### config.mk
export PLATFORM = sky130hd
export DESIGN_NAME = calendar_clock_with_validity_timeout_core_flat
export DESIGN_NICKNAME = d
export VERILOG_FILES = /design/src/rtl/core/rtc_pkg.sv /design/src/rtl/core/rtc_in_if.sv /design/src/rtl/core/rtc_out_if.sv /design/src/rtl/core/calendar_clock_with_validity_timeout_core.sv /design/src/flat_wrapper.sv
export SDC_FILE = /design/constraint.sdc
export NUM_CORES = 1
export LEC_CHECK = 0
export BUFFER_PORTS_ARGS = -buffer_cell sky130_fd_sc_hd__buf_2
export CAP_MARGIN = 20
export CORE_ASPECT_RATIO = 0.9
export CORE_MARGIN = 2
export CORE_UTILIZATION = 40
export DETAILED_ROUTE_END_ITERATION = 6
export SLEW_MARGIN = 20
export SYNTH_ARGS = -nofsm -noshare
export SYNTH_HDL_FRONTEND = slang
export SYNTH_SLANG_ARGS = --single-unit
### constraint.sdc
create_clock -name clk -period 17.9 [get_ports clk]
set_input_delay 0 -clock clk [delete_from_list [all_inputs] [get_ports clk]]
set_output_delay 0 -clock clk [all_outputs]
set_load 0.005 [all_outputs]
### src/rtl/core/rtc_pkg.sv
package rtc_pkg;

  // Field widths
  localparam int SEC_W    = 6;
  localparam int MIN_W    = 6;
  localparam int HOUR_W   = 5;
  localparam int DAY_W    = 5;
  localparam int MONTH_W  = 4;
  localparam int YEAR_W   = 16;
  localparam int WDAY_W   = 3;
  localparam int LIMIT_W  = 20;
  localparam int UPTIME_W = 32;

  // Operation codes
  localparam logic OP_TICK = 1'b0;
  localparam logic OP_LOAD = 1'b1;

  // Rollover limits
  localparam logic [SEC_W-1:0]   SEC_MAX   = 6'd59;
  localparam logic [MIN_W-1:0]   MIN_MAX   = 6'd59;
  localparam logic [HOUR_W-1:0]  HOUR_MAX  = 5'd23;
  localparam logic [WDAY_W-1:0]  WDAY_MAX  = 3'd6;
  localparam logic [MONTH_W-1:0] MONTH_MAX = 4'd12;

  localparam logic [LIMIT_W-1:0] VALID_LIMIT_RESET = 20'd3600;

  typedef struct packed {
    logic [SEC_W-1:0]    cur_second;
    logic [MIN_W-1:0]    cur_minute;
    logic [HOUR_W-1:0]   cur_hour;
    logic [DAY_W-1:0]    cur_day;
    logic [MONTH_W-1:0]  cur_month;
    logic [YEAR_W-1:0]   cur_year;
    logic [WDAY_W-1:0]   cur_weekday;
    logic                time_ok;
    logic [UPTIME_W-1:0] uptime_seconds;
  } result_t;

  // Days in a month; zero outside 1 to 12, no leap years
  function automatic logic [DAY_W-1:0] month_len(input logic [MONTH_W-1:0] m);
    logic [DAY_W-1:0] len;
    case (m)
      4'd1, 4'd3, 4'd5, 4'd7, 4'd8, 4'd10, 4'd12: len = 5'd31;
      4'd4, 4'd6, 4'd9, 4'd11:                    len = 5'd30;
      4'd2:                                       len = 5'd28;
      default:                                    len = 5'd0;
    endcase
    return len;
  endfunction

endpackage

### src/rtl/core/rtc_in_if.sv
interface rtc_in_if;
  logic                       valid;
  logic                       ready;
  logic                       operation;
  logic [rtc_pkg::SEC_W-1:0]   new_second;
  logic [rtc_pkg::MIN_W-1:0]   new_minute;
  logic [rtc_pkg::HOUR_W-1:0]  new_hour;
  logic [rtc_pkg::DAY_W-1:0]   new_day;
  logic [rtc_pkg::MONTH_W-1:0] new_month;
  logic [rtc_pkg::YEAR_W-1:0]  new_year;
  logic [rtc_pkg::WDAY_W-1:0]  new_weekday;

  modport source (
    output valid, operation, new_second, new_minute, new_hour, new_day,
           new_month, new_year, new_weekday,
    input  ready
  );
  modport sink (
    input  valid, operation, new_second, new_minute, new_hour, new_day,
           new_month, new_year, new_weekday,
    output ready
  );
endinterface

### src/rtl/core/rtc_out_if.sv
interface rtc_out_if;
  logic                         valid;
  logic                         ready;
  logic [rtc_pkg::SEC_W-1:0]    cur_second;
  logic [rtc_pkg::MIN_W-1:0]    cur_minute;
  logic [rtc_pkg::HOUR_W-1:0]   cur_hour;
  logic [rtc_pkg::DAY_W-1:0]    cur_day;
  logic [rtc_pkg::MONTH_W-1:0]  cur_month;
  logic [rtc_pkg::YEAR_W-1:0]   cur_year;
  logic [rtc_pkg::WDAY_W-1:0]   cur_weekday;
  logic                         time_ok;
  logic [rtc_pkg::UPTIME_W-1:0] uptime_seconds;

  modport source (
    output valid, cur_second, cur_minute, cur_hour, cur_day, cur_month,
           cur_year, cur_weekday, time_ok, uptime_seconds,
    input  ready
  );
  modport sink (
    input  valid, cur_second, cur_minute, cur_hour, cur_day, cur_month,
           cur_year, cur_weekday, time_ok, uptime_seconds,
    output ready
  );
endinterface

### src/rtl/core/calendar_clock_with_validity_timeout_core.sv
// A result is registered in the output head entry, or in the skid entry behind a stalled head.
// Throughput: one item per cycle while the skid entry is empty; the calendar update
// is a single pass of short compare and increment logic between the state and result registers.
// A two-entry output buffer keeps input accepting while one result is stalled.
// Reset (synchronous, active high): calendar, valid flag and uptime clear,
// the limit returns to 3600 and the age counter starts at 3600.
module calendar_clock_with_validity_timeout_core (
  input  logic                          clk,
  input  logic                          rst,
  rtc_in_if.sink                        req,
  rtc_out_if.source                     rsp,
  input  logic                          cfg_wr_en,
  input  logic [rtc_pkg::LIMIT_W-1:0]   cfg_wr_data
);

  // Calendar state
  logic [rtc_pkg::SEC_W-1:0]    sec_reg;
  logic [rtc_pkg::MIN_W-1:0]    min_reg;
  logic [rtc_pkg::HOUR_W-1:0]   hour_reg;
  logic [rtc_pkg::DAY_W-1:0]    day_reg;
  logic [rtc_pkg::MONTH_W-1:0]  month_reg;
  logic [rtc_pkg::YEAR_W-1:0]   year_reg;
  logic [rtc_pkg::WDAY_W-1:0]   weekday_reg;
  logic                         valid_flag;
  logic [rtc_pkg::LIMIT_W-1:0]  age_counter;
  logic [rtc_pkg::UPTIME_W-1:0] uptime_counter;
  logic [rtc_pkg::LIMIT_W-1:0]  valid_limit;

  logic [rtc_pkg::SEC_W-1:0]    sec_reg_next;
  logic [rtc_pkg::MIN_W-1:0]    min_reg_next;
  logic [rtc_pkg::HOUR_W-1:0]   hour_reg_next;
  logic [rtc_pkg::DAY_W-1:0]    day_reg_next;
  logic [rtc_pkg::MONTH_W-1:0]  month_reg_next;
  logic [rtc_pkg::YEAR_W-1:0]   year_reg_next;
  logic [rtc_pkg::WDAY_W-1:0]   weekday_reg_next;
  logic                         valid_flag_next;
  logic [rtc_pkg::LIMIT_W-1:0]  age_counter_next;
  logic [rtc_pkg::UPTIME_W-1:0] uptime_counter_next;

  // Output buffer
  rtc_pkg::result_t out_reg;
  rtc_pkg::result_t skid_reg;
  rtc_pkg::result_t res_next;
  logic             out_valid;
  logic             skid_valid;

  logic in_accept;
  logic out_pop;

  // Carry chain terms
  logic [rtc_pkg::SEC_W:0]     sec_inc;
  logic [rtc_pkg::MIN_W:0]     min_inc;
  logic [rtc_pkg::HOUR_W:0]    hour_inc;
  logic [rtc_pkg::WDAY_W:0]    wday_inc;
  logic [rtc_pkg::DAY_W:0]     day_inc;
  logic [rtc_pkg::DAY_W-1:0]   mlen;
  logic                        sec_roll;
  logic                        min_roll;
  logic                        hour_roll;

  assign req.ready = !skid_valid && !rst;
  assign in_accept = req.valid && req.ready;
  assign out_pop   = out_valid && rsp.ready;

  assign sec_inc  = {1'b0, sec_reg} + 7'd1;
  assign min_inc  = {1'b0, min_reg} + 7'd1;
  assign hour_inc = {1'b0, hour_reg} + 6'd1;
  assign wday_inc = {1'b0, weekday_reg} + 4'd1;
  assign day_inc  = {1'b0, day_reg} + 6'd1;
  assign mlen     = rtc_pkg::month_len(month_reg);

  assign sec_roll  = sec_inc > {1'b0, rtc_pkg::SEC_MAX};
  assign min_roll  = sec_roll && (min_inc > {1'b0, rtc_pkg::MIN_MAX});
  assign hour_roll = min_roll && (hour_inc > {1'b0, rtc_pkg::HOUR_MAX});

  // Compute the state after one item
  always_comb begin
    sec_reg_next        = sec_reg;
    min_reg_next        = min_reg;
    hour_reg_next       = hour_reg;
    day_reg_next        = day_reg;
    month_reg_next      = month_reg;
    year_reg_next       = year_reg;
    weekday_reg_next    = weekday_reg;
    valid_flag_next     = valid_flag;
    age_counter_next    = age_counter;
    uptime_counter_next = uptime_counter;
    if (req.operation == rtc_pkg::OP_LOAD) begin
      sec_reg_next     = req.new_second;
      min_reg_next     = req.new_minute;
      hour_reg_next    = req.new_hour;
      day_reg_next     = req.new_day;
      month_reg_next   = req.new_month;
      year_reg_next    = req.new_year;
      weekday_reg_next = req.new_weekday;
      valid_flag_next  = 1'b1;
      age_counter_next = '0;
    end else begin
      uptime_counter_next = uptime_counter + 32'd1;
      // Age the time, drop validity once the limit is reached
      if (age_counter < valid_limit) begin
        age_counter_next = age_counter + 20'd1;
      end else begin
        valid_flag_next = 1'b0;
      end
      sec_reg_next = sec_roll ? '0 : sec_inc[rtc_pkg::SEC_W-1:0];
      if (sec_roll) begin
        min_reg_next = min_roll ? '0 : min_inc[rtc_pkg::MIN_W-1:0];
      end
      if (min_roll) begin
        hour_reg_next = hour_roll ? '0 : hour_inc[rtc_pkg::HOUR_W-1:0];
      end
      // Advance the weekday, day, month and year at midnight
      if (hour_roll) begin
        weekday_reg_next = (wday_inc > {1'b0, rtc_pkg::WDAY_MAX}) ?
                           '0 : wday_inc[rtc_pkg::WDAY_W-1:0];
        if (mlen == '0) begin
          day_reg_next = day_inc[rtc_pkg::DAY_W-1:0];
        end else if (day_inc > {1'b0, mlen}) begin
          day_reg_next = 5'd1;
          if (month_reg == rtc_pkg::MONTH_MAX) begin
            month_reg_next = 4'd1;
            year_reg_next  = year_reg + 16'd1;
          end else begin
            month_reg_next = month_reg + 4'd1;
          end
        end else begin
          day_reg_next = day_inc[rtc_pkg::DAY_W-1:0];
        end
      end
    end
  end

  always_comb begin
    res_next.cur_second     = sec_reg_next;
    res_next.cur_minute     = min_reg_next;
    res_next.cur_hour       = hour_reg_next;
    res_next.cur_day        = day_reg_next;
    res_next.cur_month      = month_reg_next;
    res_next.cur_year       = year_reg_next;
    res_next.cur_weekday    = weekday_reg_next;
    res_next.time_ok        = valid_flag_next;
    res_next.uptime_seconds = uptime_counter_next;
  end

  // Hold the limit register
  always_ff @(posedge clk) begin
    if (rst) begin
      valid_limit <= rtc_pkg::VALID_LIMIT_RESET;
    end else if (cfg_wr_en) begin
      valid_limit <= cfg_wr_data;
    end
  end

  // Commit the state on each accepted item
  always_ff @(posedge clk) begin
    if (rst) begin
      sec_reg        <= '0;
      min_reg        <= '0;
      hour_reg       <= '0;
      day_reg        <= '0;
      month_reg      <= '0;
      year_reg       <= '0;
      weekday_reg    <= '0;
      valid_flag     <= 1'b0;
      age_counter    <= rtc_pkg::VALID_LIMIT_RESET;
      uptime_counter <= '0;
    end else if (in_accept) begin
      sec_reg        <= sec_reg_next;
      min_reg        <= min_reg_next;
      hour_reg       <= hour_reg_next;
      day_reg        <= day_reg_next;
      month_reg      <= month_reg_next;
      year_reg       <= year_reg_next;
      weekday_reg    <= weekday_reg_next;
      valid_flag     <= valid_flag_next;
      age_counter    <= age_counter_next;
      uptime_counter <= uptime_counter_next;
    end
  end

  // Output buffer control: fill the head first, spill to the skid entry
  always_ff @(posedge clk) begin
    if (rst) begin
      out_valid  <= 1'b0;
      skid_valid <= 1'b0;
    end else begin
      if (skid_valid) begin
        if (out_pop) begin
          skid_valid <= 1'b0;
        end
      end else if (in_accept) begin
        if (out_valid && !out_pop) begin
          skid_valid <= 1'b1;
        end else begin
          out_valid <= 1'b1;
        end
      end else if (out_pop) begin
        out_valid <= 1'b0;
      end
    end
  end

  // Output buffer payload
  always_ff @(posedge clk) begin
    if (skid_valid) begin
      if (out_pop) begin
        out_reg <= skid_reg;
      end
    end else if (in_accept) begin
      if (out_valid && !out_pop) begin
        skid_reg <= res_next;
      end else begin
        out_reg <= res_next;
      end
    end
  end

  assign rsp.valid          = out_valid;
  assign rsp.cur_second     = out_reg.cur_second;
  assign rsp.cur_minute     = out_reg.cur_minute;
  assign rsp.cur_hour       = out_reg.cur_hour;
  assign rsp.cur_day        = out_reg.cur_day;
  assign rsp.cur_month      = out_reg.cur_month;
  assign rsp.cur_year       = out_reg.cur_year;
  assign rsp.cur_weekday    = out_reg.cur_weekday;
  assign rsp.time_ok        = out_reg.time_ok;
  assign rsp.uptime_seconds = out_reg.uptime_seconds;

  // The skid entry is only used behind a full head entry
  a_skid_behind_head: assert property (@(posedge clk) disable iff (rst)
    skid_valid |-> out_valid)
    else $error("skid entry valid without head entry");

  // A load marks the time valid and restarts aging
  a_load_sets_valid: assert property (@(posedge clk) disable iff (rst)
    (in_accept && req.operation == rtc_pkg::OP_LOAD) |=>
      (valid_flag && age_counter == '0))
    else $error("load did not set valid flag or clear age");

  // Uptime moves only on an accepted tick
  a_uptime_tick_only: assert property (@(posedge clk) disable iff (rst)
    (!(in_accept && req.operation == rtc_pkg::OP_TICK)) |=> $stable(uptime_counter))
    else $error("uptime changed without a tick");

  // A stalled result holds until taken
  a_out_hold: assert property (@(posedge clk) disable iff (rst)
    (out_valid && !rsp.ready) |=> (out_valid && $stable(out_reg)))
    else $error("stalled result changed");

endmodule
### src/flat_wrapper.sv
// flat-port wrapper written by rule: the top's interface ports become plain ports
module calendar_clock_with_validity_timeout_core_flat 
  (clk, rst, cfg_wr_en, cfg_wr_data, req_valid, req_operation, req_new_second, req_new_minute, req_new_hour, req_new_day, req_new_month, req_new_year, req_new_weekday, req_ready, rsp_valid, rsp_cur_second, rsp_cur_minute, rsp_cur_hour, rsp_cur_day, rsp_cur_month, rsp_cur_year, rsp_cur_weekday, rsp_time_ok, rsp_uptime_seconds, rsp_ready);
  rtc_in_if req_i ();
  rtc_out_if rsp_i ();
  input  logic clk;
  input  logic rst;
  input  logic cfg_wr_en;
  input  logic [rtc_pkg::LIMIT_W-1:0] cfg_wr_data;
  input wire logic [$bits(req_i.valid)-1:0] req_valid;
  input wire logic [$bits(req_i.operation)-1:0] req_operation;
  input wire logic [$bits(req_i.new_second)-1:0] req_new_second;
  input wire logic [$bits(req_i.new_minute)-1:0] req_new_minute;
  input wire logic [$bits(req_i.new_hour)-1:0] req_new_hour;
  input wire logic [$bits(req_i.new_day)-1:0] req_new_day;
  input wire logic [$bits(req_i.new_month)-1:0] req_new_month;
  input wire logic [$bits(req_i.new_year)-1:0] req_new_year;
  input wire logic [$bits(req_i.new_weekday)-1:0] req_new_weekday;
  output wire logic [$bits(req_i.ready)-1:0] req_ready;
  output wire logic [$bits(rsp_i.valid)-1:0] rsp_valid;
  output wire logic [$bits(rsp_i.cur_second)-1:0] rsp_cur_second;
  output wire logic [$bits(rsp_i.cur_minute)-1:0] rsp_cur_minute;
  output wire logic [$bits(rsp_i.cur_hour)-1:0] rsp_cur_hour;
  output wire logic [$bits(rsp_i.cur_day)-1:0] rsp_cur_day;
  output wire logic [$bits(rsp_i.cur_month)-1:0] rsp_cur_month;
  output wire logic [$bits(rsp_i.cur_year)-1:0] rsp_cur_year;
  output wire logic [$bits(rsp_i.cur_weekday)-1:0] rsp_cur_weekday;
  output wire logic [$bits(rsp_i.time_ok)-1:0] rsp_time_ok;
  output wire logic [$bits(rsp_i.uptime_seconds)-1:0] rsp_uptime_seconds;
  input wire logic [$bits(rsp_i.ready)-1:0] rsp_ready;
  assign req_i.valid = req_valid;
  assign req_i.operation = req_operation;
  assign req_i.new_second = req_new_second;
  assign req_i.new_minute = req_new_minute;
  assign req_i.new_hour = req_new_hour;
  assign req_i.new_day = req_new_day;
  assign req_i.new_month = req_new_month;
  assign req_i.new_year = req_new_year;
  assign req_i.new_weekday = req_new_weekday;
  assign req_ready = req_i.ready;
  assign rsp_valid = rsp_i.valid;
  assign rsp_cur_second = rsp_i.cur_second;
  assign rsp_cur_minute = rsp_i.cur_minute;
  assign rsp_cur_hour = rsp_i.cur_hour;
  assign rsp_cur_day = rsp_i.cur_day;
  assign rsp_cur_month = rsp_i.cur_month;
  assign rsp_cur_year = rsp_i.cur_year;
  assign rsp_cur_weekday = rsp_i.cur_weekday;
  assign rsp_time_ok = rsp_i.time_ok;
  assign rsp_uptime_seconds = rsp_i.uptime_seconds;
  assign rsp_i.ready = rsp_ready;
  calendar_clock_with_validity_timeout_core u_core (.clk(clk), .rst(rst), .req(req_i), .rsp(rsp_i), .cfg_wr_en(cfg_wr_en), .cfg_wr_data(cfg_wr_data));
endmodule
* After elaboration in Yosys (flattened, before gate mapping)
Memories as Yosys holds them, arrays and structs flattened. A register that Yosys moved wholly into a read port is not among the register bits.
Cells that the tools add are included.
** Cells by class
- Multiplexer cells :: 43
- Add/subtract/negate cells :: 9
- Bitwise gates (word level) :: 1
- Equality and inequality tests :: 4
- $lt $le $gt $ge :: 6
- Reduce and logical (&&, ||, !) cells :: 17
** Operators with widths (number)
- 2-to-1 mux 78 bit :: 4
- 2-to-1 mux 16 bit :: 5
- 2-to-1 mux 20 bit :: 2
- 2-to-1 mux 5 bit :: 7
- adder 32 x 1 -> 32 bit, second input constant :: 1
- 2-to-1 mux 32 bit :: 1
- 2-to-1 mux 6 bit :: 5
- 2-to-1 mux 4 bit :: 7
- adder 20 x 1 -> 20 bit, second input constant :: 1
- < comparator 20 bit :: 1
- adder 16 x 1 -> 16 bit, second input constant :: 1
- adder 6 x 1 -> 7 bit, second input constant :: 2
- greater-than comparator 7 x 6 -> 1 bit, second input constant :: 2
- adder 5 x 1 -> 6 bit, second input constant :: 2
- 2-to-1 mux 1 bit :: 9
- 2-to-1 mux 3 bit :: 3
- AND reduction 3 bit :: 3
- greater-than comparator 6 x 5 -> 1 bit :: 1
- greater-than comparator 6 x 5 -> 1 bit, second input constant :: 1
- logical AND 1 bit :: 6
- nonzero test 2 bit :: 3
- zero test 5 bit :: 1
- adder 3 x 1 -> 4 bit, second input constant :: 1
- adder 4 x 1 -> 4 bit, second input constant :: 1
- other kinds (7) :: 10
** Word-level totals
- Output and inout port bits :: 80
- Register bits after elaboration :: 276
- Bits in read-only memories :: 80
- Logic and storage cells :: 112
- Memories :: 1
** Memories
- (no name shown) :: words 16, bits a word 5, rd ports 1, clocked after memory_dff 1, write ports 0, line rtc_pkg.sv:42 : case (m)

* Depth between registers and ports, before layout
- Word-level depth :: 10
- Mapped depth :: 15
- Mapped depth without buffers :: 13

* Worst setup path before layout
No wires, ideal clock.
- Path type :: register -> register
- Start point :: register u_core.skid_valid
- End point :: register u_core.out_reg, in the netlist u_core.rsp.cur_day[0], enable pin
- Required time :: 17.360 ns
- Cell stages (with the launch flop) :: 6
- Path slack :: 12.278 ns
- Arrival :: 5.082 ns
- Path through :: dfxtp_1 > clkbuf_1 > clkbuf_1 > clkbuf_1 > a21oi_1 > a21oi_1
** Between the ends
- Cells in the longest elaborated chain, start to end :: 5
** Ends and longest elaborated chain
- start: declaration :: line calendar_clock_with_validity_timeout_core.sv:45 : logic skid_valid;
- start signal: assignment :: line calendar_clock_with_validity_timeout_core.sv:186 : skid_valid <= 1'b0;
- start signal: assignment :: line calendar_clock_with_validity_timeout_core.sv:190 : skid_valid <= 1'b0;
- start signal: assignment :: line calendar_clock_with_validity_timeout_core.sv:194 : skid_valid <= 1'b1;
- zero test 1 bit :: line calendar_clock_with_validity_timeout_core.sv:61 : assign req.ready = !skid_valid && !rst;
- logical AND 1 bit :: line calendar_clock_with_validity_timeout_core.sv:61
- logical AND 1 bit :: line calendar_clock_with_validity_timeout_core.sv:62 : assign in_accept = req.valid && req.ready;
- nonzero test 2 bit (no line)
- AND reduction 3 bit (no line) *
- end signal: assignment :: line calendar_clock_with_validity_timeout_core.sv:208 : out_reg <= skid_reg;
- end signal: assignment :: line calendar_clock_with_validity_timeout_core.sv:214 : out_reg <= res_next;
- end: declaration :: line calendar_clock_with_validity_timeout_core.sv:41 : rtc_pkg::result_t out_reg;
Mark *: on every way between the ends. The rest lies on a longest branch, timed or not.
A chain may end at the register's enable or synchronous reset.

* Worst setup path in the final report
- Start point :: register u_core.sec_reg[0] in the netlist's numbering
- End point :: register u_core.out_reg, in the netlist u_core.rsp.cur_year[7] (data pin)
** Between the ends
- Cells in the longest elaborated chain, start to end :: 9
** Ends and longest elaborated chain
- start: declaration :: line calendar_clock_with_validity_timeout_core.sv:17 : logic [rtc_pkg::SEC_W-1:0] sec_reg;
- start signal: assignment :: line calendar_clock_with_validity_timeout_core.sv:169 : sec_reg <= sec_reg_next;
- adder 6 x 1 -> 7 bit :: line calendar_clock_with_validity_timeout_core.sv:65 : assign sec_inc = {1'b0, sec_reg} + 7'd1;
- greater-than comparator 7 x 6 -> 1 bit :: line calendar_clock_with_validity_timeout_core.sv:72 : assign sec_roll = sec_inc > {1'b0, rtc_pkg::SEC_MAX};
- logical AND 1 bit :: line calendar_clock_with_validity_timeout_core.sv:73 : assign min_roll = sec_roll && (min_inc > {1'b0, rtc_pkg::MIN_MAX});
- logical AND 1 bit :: line calendar_clock_with_validity_timeout_core.sv:74 : assign hour_roll = min_roll && (hour_inc > {1'b0, rtc_pkg::HOUR_MAX});
- 2-to-1 mux 16 bit :: line calendar_clock_with_validity_timeout_core.sv:114 : if (hour_roll) begin
- 2-to-1 mux 16 bit :: line calendar_clock_with_validity_timeout_core.sv:88 : if (req.operation == rtc_pkg::OP_LOAD) begin
- via u_core.year_reg_next (one bit) :: line calendar_clock_with_validity_timeout_core.sv:34 : logic [rtc_pkg::YEAR_W-1:0] year_reg_next;
- 2-to-1 mux 78 bit :: line calendar_clock_with_validity_timeout_core.sv:211 : if (out_valid && !out_pop) begin
- 2-to-1 mux 78 bit :: line calendar_clock_with_validity_timeout_core.sv:210 : end else if (in_accept) begin
- 2-to-1 mux 78 bit :: line calendar_clock_with_validity_timeout_core.sv:206 : if (skid_valid) begin
The timed path passes the listed nets, and every way through them passes these cells. The select of a mux whose other input is x is not followed.

==> summary.md <==
| Metric | Value |
|---|---|
| First-pass GRT wire length | `54,520 um` |
| Cts repair resizes | `0` |
| P per Cell Area | `92.73 nW/um^2` |
| Number of synthesis warnings | `0` |
| Area after DPL | `14,840 sq um` |
| Die area | `35,810 sq um` |
| Max reg flops | `78` |
| Final WL | `33,390 um` |
| Core box area | `33,870 sq um` |
| # setup viols final | `0` |
| DR vias | `10,390` |
| Worst Skew | `11.27 ps` |
| H-tree levels | `1` |
| Drt first pass iters | `5` |
| Final Cell Area | `16,860 sq um` |
| CTS buffer count | `30` |
| Slowest library cell on the worst path | `and4b_1` |
| Seq cells post-synth | `279` |
| Buffers on Ports | `150` |
| Max VDD drop | `0.00005916 V` |
| Top_reg_cell synth | `edfxtp_1` |
| Overall routing resource usage | `18.95%` |
| DP HPWL | `21,430 um` |
| Worst hold path class | `in2reg` |
| Placed Instances | `1,850` |
| Type of origin of the critical path | `register` |
| Gpl congestion | `0.8478` |
| Crit path time final | `3899 ps` |
| Setup Buffers After CTS | `0` |
| RSZ-0062 raised after global routing | `no` |
| Relative slew slack | `40.34%` |
| Vias per cell | `5.200` |
| Crit path required time | `18,210 ps` |
| Register area | `7151 sq um` |
| Post-synthesis sequential area ratio | `52.08%` |
| Final setup TNS | `0 ps` |
| Synth cell types | `75` |
| Hold Path Stages | `2` |
| CTS Sinks | `279` |
| Initial DRC Count | `514` |
| Die Wd | `199.2 um` |
| Proportion of layout cells with a drive suffix above 1 | `20.78%` |
| Number of I/O pins | `151` |
| Avg Synthesized Cell Area | `10.51 sq um` |
| Nets | `1,620` |
| Cell mode on critical path | `mux2_2` |
| Final period utilization | `21.78%` |
| Vias in the first global route | `10,030` |
| Worst-Skew Late Latency | `560 ps` |
| Post-Syn Instances | `1,306` |
| DR WL/cell | `16.71 um` |
| CP peak stage delay | `750 ps` |
| Starting Density | `40.51%` |
| Final Non-Filler Cells | `1,998` |
| Syn Nets | `1,415` |
| WS Path Type | `reg2reg` |
| Fillers | `3,058` |
| Crit path DAT | `4210 ps` |
| Clock buffer depth | `3` |
| R2R depth | `10` |
| Crit end category | `register` |
| CP Max Fanout | `19` |
| Final count of hold timing violations | `0` |
| Chip height | `179.7 um` |
| CTS tree | `done` |
| Leak | `6.643 nW` |
| Reg clk slew, reported paths | `60 ps` |
| Drc violations | `0` |
| Number of synthesized flops with an enable pin | `156` |
| Grt ovf | `0` |
| Final Max Tran Viols | `0` |
| Max Cap Violations | `0` |
| Status | `completed` |
| FMAX | `256.5 MHz` |
| Root buf cell | `clkbuf_16` |
| Initial antenna violation count | `1` |
| Netlist Area Pre-Place | `13,720 sq um` |
| Multi-input logic area | `6106 sq um` |
| Largest net degree at the start of global routing | `77` |
| Worst-path cell chain | `ha_1 -> nand3_1 -> a21o_1 -> o211ai_1 -> and4_1 -> and4b_1 -> nand4_1 -> xnor2_1 -> mux2_2 -> mux2_2` |
| Antenna Nets Post-Route | `0` |
| Cell row count | `64` |
| Slew @ Worst Pin | `895.0 ps` |
| Post-synth ARST share | `0%` |
| P&R area growth vs syn | `22.87%` |
-- repair_timing --
| action | 4_1_cts | 5_1_grt |
|---|---|---|
| endpoints found under the hold margin | 153 | 0 |
| hold buffers | 91 | 0 |
| endpoints found under the setup margin | 0 | 0 |
-- synthesized netlist by cell type, types with 4 or more instances --
cell type	number	share of area (%)
nor4_1	6	0.27
nand3b_1	6	0.33
and3_1	19	0.87
buf_2	7	0.26
a22o_1	5	0.32
mux2i_1	28	2.0
a221oi_1	4	0.26
clkbuf_1	52	1.4
buf_1	13	0.36
nand3_1	46	1.7
a31oi_1	12	0.55
a211oi_1	7	0.38
mux2_2	81	6.6
a21o_1	17	0.93
a21oi_1	50	1.8
a22oi_1	9	0.49
o21ai_1	7	0.26
o211ai_1	8	0.44
nand2_1	132	3.6
inv_1	45	1.2
or3_1	11	0.50
nand2b_1	10	0.46
or2_1	4	0.18
o21ai_0	53	1.9
nor3_1	23	0.84
ha_1	38	3.5
nand4_1	18	0.82
edfxtp_1	156	34
xor2_1	45	2.9
xnor2_1	47	3.0
nor2_1	134	3.7
dfxtp_1	123	18
o31ai_1	16	0.88
nor2b_1	5	0.23
nor3_2	4	0.29
-- layer usage --
metal | part of all wire, % | vias to the layer above | GRT usage [%]
li1 | - | 5086 | -
met1 | 47 | 5010 | 26.33
met2 | 47 | 252 | 31.26
met3 | 4.7 | 42 | 2.702
met4 | 2.0 | 0 | 4.239
met5 | 0 | - | 0
-- cell usage in the layout (no fill, tap or decap), types with 31 or more instances in the layout --
cell type / count
edfxtp_1: 156
xor2_1: 45
clkbuf_16: 31
dfxtp_1: 122
nand3_1: 46
buf_2: 148
nor2_1: 134
nand2_1: 132
a21oi_1: 49
inv_1: 45
dlygate4sd3_1: 91
ha_1: 38
mux2_2: 81
xnor2_1: 47
o21ai_0: 53
-- path summary, 6_finish.rpt --
kind	start	to	slack, ps
max	u_core.sec_reg[0]	u_core.rsp.cur_year[7]	14000
min	cfg_wr_en	u_core.valid_limit[9]	30
max reg2reg	u_core.sec_reg[0]	u_core.rsp.cur_year[7]	14000
min reg2reg	u_core.valid_limit[9]	u_core.valid_limit[9]	490
-- critical path: cells and delay by family (launching register included) --
| kind | cells | cell delay [ps] |
|---|---|---|
| compound gates | 2 | 300 |
| mux | 2 | 530 |
| fa+ha+maj | 1 | 330 |
| flops | 1 | 440 |
| simple gates | 4 | 1870 |
| xor+xnor | 1 | 190 |
-- final cells by class --
cell class	count	area share [%]
multi-input combinational	904	36.21
tap	462	3.428
timing repair buffer	250	10.36
clock inverter	16	1.573
clock buffer	40	4.979
inverter	46	1.024
sequential	279	42.41
antenna	1	0.01484
-- through the flow --
stage / setup slack, ps / total power [mW] / hold slack, ps / utilization, %
after global routing: 13710 / 1.624 / 53.16 / 49.77
after floorplan: 12280 / 0.8225 / 93.04 / -
after detailed placement: 14070 / 0.8730 / 201.9 / 43.82
after global placement: 14160 / 0.8692 / 202.2 / 43.76
final: 14000 / 1.564 / 32.04 / 49.78
after CTS: 14060 / 1.582 / 1.409 / 49.77
-- kinds of logic (layout without fill, tap and decap cells) --
logic type / after synthesis / after routing / synth area share (%)
simple gates: 448 / 448 / 16.04
flops: 279 / 279 / 52.08
compound gates: 215 / 215 / 10.04
buf+inv: 123 / 352 / 3.620
mux: 110 / 110 / 8.771
xor+xnor: 93 / 93 / 5.990
fa+ha+maj: 38 / 38 / 3.465
other cells: 0 / 1 / 0
-- where the power goes --
| part | internal [mW] | leakage [nW] | switching (mW) | total [mW] |
|---|---|---|---|---|
| Combinational | 0.0695 | 3.59 | 0.0818 | 0.151 |
| Clock | 0.430 | 0.531 | 0.259 | 0.688 |
| Sequential | 0.704 | 2.52 | 0.0193 | 0.724 |
| Total | 1.20 | 6.64 | 0.360 | 1.56 |
Note: power is estimated with default switching activity, not from simulation.
